File: src/hw/rtl/rfq_pkg.sv
package rfq_pkg;

  // Default geometry of the frame ring.
  localparam int unsigned QueueDepthDef = 8;
  localparam int unsigned MaxPayloadDef = 250;

  // Fixed field widths.
  localparam int unsigned ByteW   = 8;
  localparam int unsigned AddrW   = 48;
  localparam int unsigned LenW    = 8;
  localparam int unsigned StatusW = 2;
  localparam int unsigned DepthW  = 4;
  localparam int unsigned CountW  = 32;

  // Item opcodes.
  localparam logic CMD_PUSH = 1'b0;
  localparam logic CMD_READ = 1'b1;

  // Push status codes.
  typedef enum logic [StatusW-1:0] {
    ST_TAKEN     = 2'd0,
    ST_COMMITTED = 2'd1,
    ST_DROP_FULL = 2'd2,
    ST_DROP_LEN  = 2'd3
  } rfq_status_e;

  // Commands from the controller to the datapath.
  typedef struct packed {
    logic push;        // push item accepted this cycle
    logic fetch;       // read item accepted, stores are read this cycle
    logic finish;      // fetched data is present, complete the read
    logic empty_read;  // read item accepted while no frame is held
  } rfq_cmd_t;

  // Status from the datapath to the controller.
  typedef struct packed {
    logic empty;
  } rfq_stat_t;

endpackage

File: src/hw/rtl/rfq_ctrl.sv
module rfq_ctrl (
  input  logic               clk_i,
  input  logic               rst_ni,
  input  logic               in_valid_i,
  input  logic               in_cmd_i,
  output logic               in_ready_o,
  input  logic               out_ready_i,
  output logic               out_valid_o,
  input  rfq_pkg::rfq_stat_t stat_i,
  output rfq_pkg::rfq_cmd_t  cmd_o
);
  import rfq_pkg::*;

  typedef enum logic [1:0] {
    S_IDLE  = 2'b01,
    S_FETCH = 2'b10
  } rfq_state_e;

  rfq_state_e state_q, state_d;
  logic       out_vld_q, out_vld_d;
  logic       accept;

  // A new item is taken only when its result has a free output register.
  assign in_ready_o  = (state_q == S_IDLE) && (!out_vld_q || out_ready_i);
  assign accept      = in_valid_i && in_ready_o;
  assign out_valid_o = out_vld_q;

  always_comb begin
    cmd_o.push       = accept && (in_cmd_i == CMD_PUSH);
    cmd_o.fetch      = accept && (in_cmd_i == CMD_READ) && !stat_i.empty;
    cmd_o.empty_read = accept && (in_cmd_i == CMD_READ) && stat_i.empty;
    cmd_o.finish     = (state_q == S_FETCH);
  end

  always_comb begin
    state_d = state_q;
    unique case (state_q)
      S_IDLE:  if (cmd_o.fetch) state_d = S_FETCH;
      S_FETCH: state_d = S_IDLE;
      default: state_d = S_IDLE;
    endcase
  end

  always_comb begin
    out_vld_d = out_vld_q;
    if (cmd_o.push || cmd_o.empty_read || cmd_o.finish) begin
      out_vld_d = 1'b1;
    end else if (out_ready_i) begin
      out_vld_d = 1'b0;
    end
  end

  always_ff @(posedge clk_i or negedge rst_ni) begin
    if (!rst_ni) begin
      state_q   <= S_IDLE;
      out_vld_q <= 1'b0;
    end else begin
      state_q   <= state_d;
      out_vld_q <= out_vld_d;
    end
  end

endmodule

File: config.mk
export PLATFORM = sky130hd
export DESIGN_NAME = rfq_ctrl
export DESIGN_NICKNAME = d
export VERILOG_FILES = /design/src/hw/rtl/rfq_pkg.sv /design/src/hw/rtl/rfq_ctrl.sv
export SDC_FILE = /design/constraint.sdc
export NUM_CORES = 1
export LEC_CHECK = 0
export ABC_AREA = 1
export BUFFER_PORTS_ARGS = -buffer_cell sky130_fd_sc_hd__buf_2
export CAP_MARGIN = 20
export CORE_AREA = 2 2 39 41
export DETAILED_ROUTE_END_ITERATION = 16
export DIE_AREA = 0 0 41 43
export PLACE_DENSITY_LB_ADDON = 0.05
export SETUP_SLACK_MARGIN = 0.3
export SLEW_MARGIN = 25
export SYNTH_ARGS = -nofsm -noshare
export SYNTH_HDL_FRONTEND = slang
export SYNTH_SLANG_ARGS = --single-unit
File: constraint.sdc
create_clock -name clk_i -period 1.05 [get_ports clk_i]
set_input_delay 0.105 -clock clk_i [delete_from_list [all_inputs] [get_ports clk_i]]
set_output_delay 0.105 -clock clk_i [all_outputs]
set_load 0.05 [all_outputs]
### Word level (Yosys, flattened, before mapping)

Cells that the tools add are included.

| cells by class | value |
|---|---|
| $add $sub $neg | 0 |
| multipliers | 0 |
| div/mod/pow operators | 0 |
| magnitude comparators | 0 |
| equal/unequal tests | 3 |
| shift operators | 0 |
| muxes and demuxes | 4 |
| bitwise gates (word level) | 1 |
| reductions and logical operators | 12 |

Operators with widths:

| kind | number |
|---|---|
| 1-bit logical AND | 6 |
| 2-bit two-way mux | 2 |
| 1-bit logical OR | 3 |
| 2-bit by 1-bit == test with 1-bit output (second input constant) | 1 |
| 2-bit == test (second input constant) | 1 |
| 1-bit logical NOT | 2 |
| 1-bit two-way mux | 2 |
| 2-bit != test (second input constant) | 1 |
| 2-bit nonzero test | 1 |
| 1-bit NOT | 1 |

| storage, ports and cells | value |
|---|---|
| flip-flop bits (word level) | 3 |
| bits in latches | 0 |
| bits in writable memories | 0 |
| memory bits (read-only) | 0 |
| output and inout bits | 6 |
| memories kept | 0 |

### Depth between registers and ports, before layout

| logic depth | value |
|---|---|
| depth after elaboration | 9 |
| mapped depth | 6 |
| gate-level depth less buffers | 6 |

### Least setup slack after synthesis

No wires, ideal clock.

| timing | value |
|---|---|
| path type | reg2reg |
| start point | register out_vld_q (netlist: out_valid_o) |
| end point | register state_q[0] |
| library setup time | 0.107 ns |
| data arrival time | 1.554 ns |
| required time | 0.943 ns |
| setup slack | -0.611 ns |
| cell stages (with the launch flop) | 5 |
| clock period less this slack | 1.661 ns |
| path through | dfrtp_1 > nand2_2 > nand3_4 > nor3_2 > inv_1 |

RTL lines:

| element | RTL line | RTL |
|---|---|---|
| from (decl) | rfq_ctrl.sv:20 | `logic out_vld_q, out_vld_d;` |
| from (signal assigned) | rfq_ctrl.sv:59 | `out_vld_q <= out_vld_d;` |
| to (signal assigned) | rfq_ctrl.sv:58 | `state_q <= state_d;` |
| to (decl) | rfq_ctrl.sv:19 | `rfq_state_e state_q, state_d;` |

==> metrics.cfg <==
[outcome]
violations=setup timing
status=finished, violations left

[clock_network]
numCtsBuffers=3
ctsLongestPathBuffers=2
path_clk_slew_ns=0.04
clk_latency_ns=0.23
clockRootBuffer=clkbuf_4
htreeDepth=1
clock_sinks=3
cts_tree=yes

[timing]
finalHoldViolCount=0
setup_viol=8
period_share_pct=141
max_slew_margin_pct=87.9
rsz0062_at_grt=true
period_minus_slack_ns=1.48
fin_ws_ns=-0.435
max_freq_ghz=0.674
fin_skew_ns=0.00101
finalMaxSlewViolations=0
tightest_slew_ns=0.182

[power_and_ir_drop]
clock_power_share_pct=34.4
power_density_mw_per_mm2=1280
seqPwrFrac_pct=24.0
intPower_w=0.000380
vdd.ir_drop.worst_mv=0.570
p_sw_w=0.000195
switching_share_pct=33.9
p_leak_nw=0.214
power_frac_comb_pct=41.6

[setup_path]
arrival_ns=1.38
cp_top_family=flip-flops
crit_fanout=3
r2r_start=state_q[0]
critical_path.slowest_cell=dfstp_2
start_kind=register
end_kind=primary output
slowest_delay_ns=0.53
path_buf_inv=3
timing_worst_setup_path_type=reg2out
timing.critical_path.from=state_q[0]
cp_cell_sequence=inv_2 > nor2_4 > nand3_4 > buf_6 > nor2_4 > buf_6
cp_data_required_time_ns=0.94

[final_layout]
instances_no_fill=62
antenna_cells=0
final_layout_size_suffix_gt1_share_pct=80.4
area_growth_pct=142
layout.nets=53
fillers=148
final_core_util_pct=32.4

[placed_design]
io_buffers=11
hpwl_um=382
place_ws_ns=-0.331
dp.cells=54
place_congestion=0.675

[floorplan]
pin_count=12
die-area_sq_mm=0.00176
die_w_um=41
start_util_pct=13.4
dieHeight_um=43
core_sq_mm=0.00138
std_cell_rows=14

[routing]
firstDrtPassIters=1
vias_per_cell=3.45
wl_per_cell_um=7.42
vias=214
drc_errors=0
ant_nets=0
drt-total-wl_um=460
drtIter0Drc=0

[synthesis]
synth-edff-count=0
yosysMostFrequentCell=inv_1
synthTopCellsByArea=dfrtp_1 (27%), dfstp_2 (14%), inv_1 (10%)
syn_area_per_cell_sq_um=8.42
ys_types=14
synth_cells=22
synth_flop_cell=dfrtp_1
synth_common_cells=inv_1 (5), nor2_1 (3), dfrtp_1 (2), nand2_1 (2)
yosys_warnings=0
synthArstFlopShare_pct=100
yosys.area.top_type=dfrtp_1
syn-num-nets=28
synth.top_cell.area_share_pct=27.0
synth_area_sq_um=185
ys_ff_latch=3
ys_seq_area_share_pct=41.2

[global_routing]
antenna_found_initial=0
grt_pass1_wl_um=745
grt_max_degree=4
overflow=0
grt_usage_pct=6.63
grt_pass1_vias=209

[worst_hold_path]
min_path_type=in2reg
worstHoldStart=stat_i

[flow_run]
max_cap_viol_count=0

[routing by layer]
metal / GRT usage [%] / wire length, um / vias up
li1: - / - / 112
met1: 7.74 / 179 / 94
met2: 8.44 / 236 / 8
met3: 4.71 / 44 / 0
met4: 4.00 / 0 / 0
met5: 0 / 0 / -
[cell usage in the layout (no fill, tap or decap)]
cell type and instances:
nand2_2 3, dfstp_2 1, clkbuf_1 1, buf_4 5, dfrtp_1 1, nor2_2 1, nor3_2 1, inv_1 3
buf_2 5, buf_6 6, dlygate4sd3_1 1, buf_8 3, nand3_4 1, dfrtp_2 1, nor2_4 2, and2_4 1
nor2_1 2, o21ai_0 1, inv_2 2, clkbuf_4 3, nor3_4 1, clkinvlp_4 1
[path summary, 6_finish.rpt]
path,endpoint,slack [ns],depth (start not counted)
setup / recovery,cmd_o[3],-0.43,6
hold / removal,state_q[1],0.11,2
setup reg to reg,out_valid_o,-0.24,8
hold reg to reg,out_valid_o,0.68,4
max in group asynchronous,state_q[0],0.66,2
min in group asynchronous,state_q[1],0.20,2
[power groups by stage]
stage | logic [W] | clock network (W) | registers, W
3_3_place_gp | 0.000176 | 0 | 0.000137
3_5_place_dp | 0.000176 | 0 | 0.000137
2_1_floorplan | 0.0000971 | 0 | 0.000159
5_1_grt | 0.000255 | 0.000223 | 0.000140
4_1_cts | 0.000221 | 0.000211 | 0.000139
6_report | 0.000239 | 0.000198 | 0.000138
[layout make-up]
cell class	instances	area [sq um]	area share, %
timing repair buffer	20	185	41.3
multi-input combinational	13	113	25.1
sequential	3	77.6	17.3
clock buffer	4	26.3	5.87
inverter	6	26.3	5.87
tap	16	20.0	4.47
[cell families after synthesis]
group	after synthesis	share of synthesized area, %
buffers and inverters	6	12.2
AOI/OAI and AO/OA	1	2.70
DFF	3	41.2
and+or+nand+nor	12	43.9
[registers in the layout, indices dropped and copies added (netlist names)]
signal / cells
state_q: 2
out_valid_o: 1
[through the flow]
| step | TNS, ns | total power [W] | hold slack [ns] | cell area (sq um) |
|---|---|---|---|---|
| 2_1_floorplan | -1.33 | 0.000256 | -0.191 | 203 |
| 3_3_place_gp | -1.48 | 0.000314 | -0.0988 | 315 |
| 3_5_place_dp | -1.49 | 0.000313 | -0.0982 | 315 |
| 4_1_cts | -2.31 | 0.000571 | 0.0924 | 422 |
| 5_1_grt | -2.76 | 0.000618 | 0.110 | 448 |
| 6_report | -2.16 | 0.000575 | 0.111 | 448 |
[timing repair]
action	CTS	global route
hold buffers	1	0
gates resized for setup	18	6
pin swaps	2	1
hold endpoints to repair	3	0
endpoints found under the setup margin	9	9
buffers inserted	2	1
No activity file was read; power rests on OpenSTA's default activity.
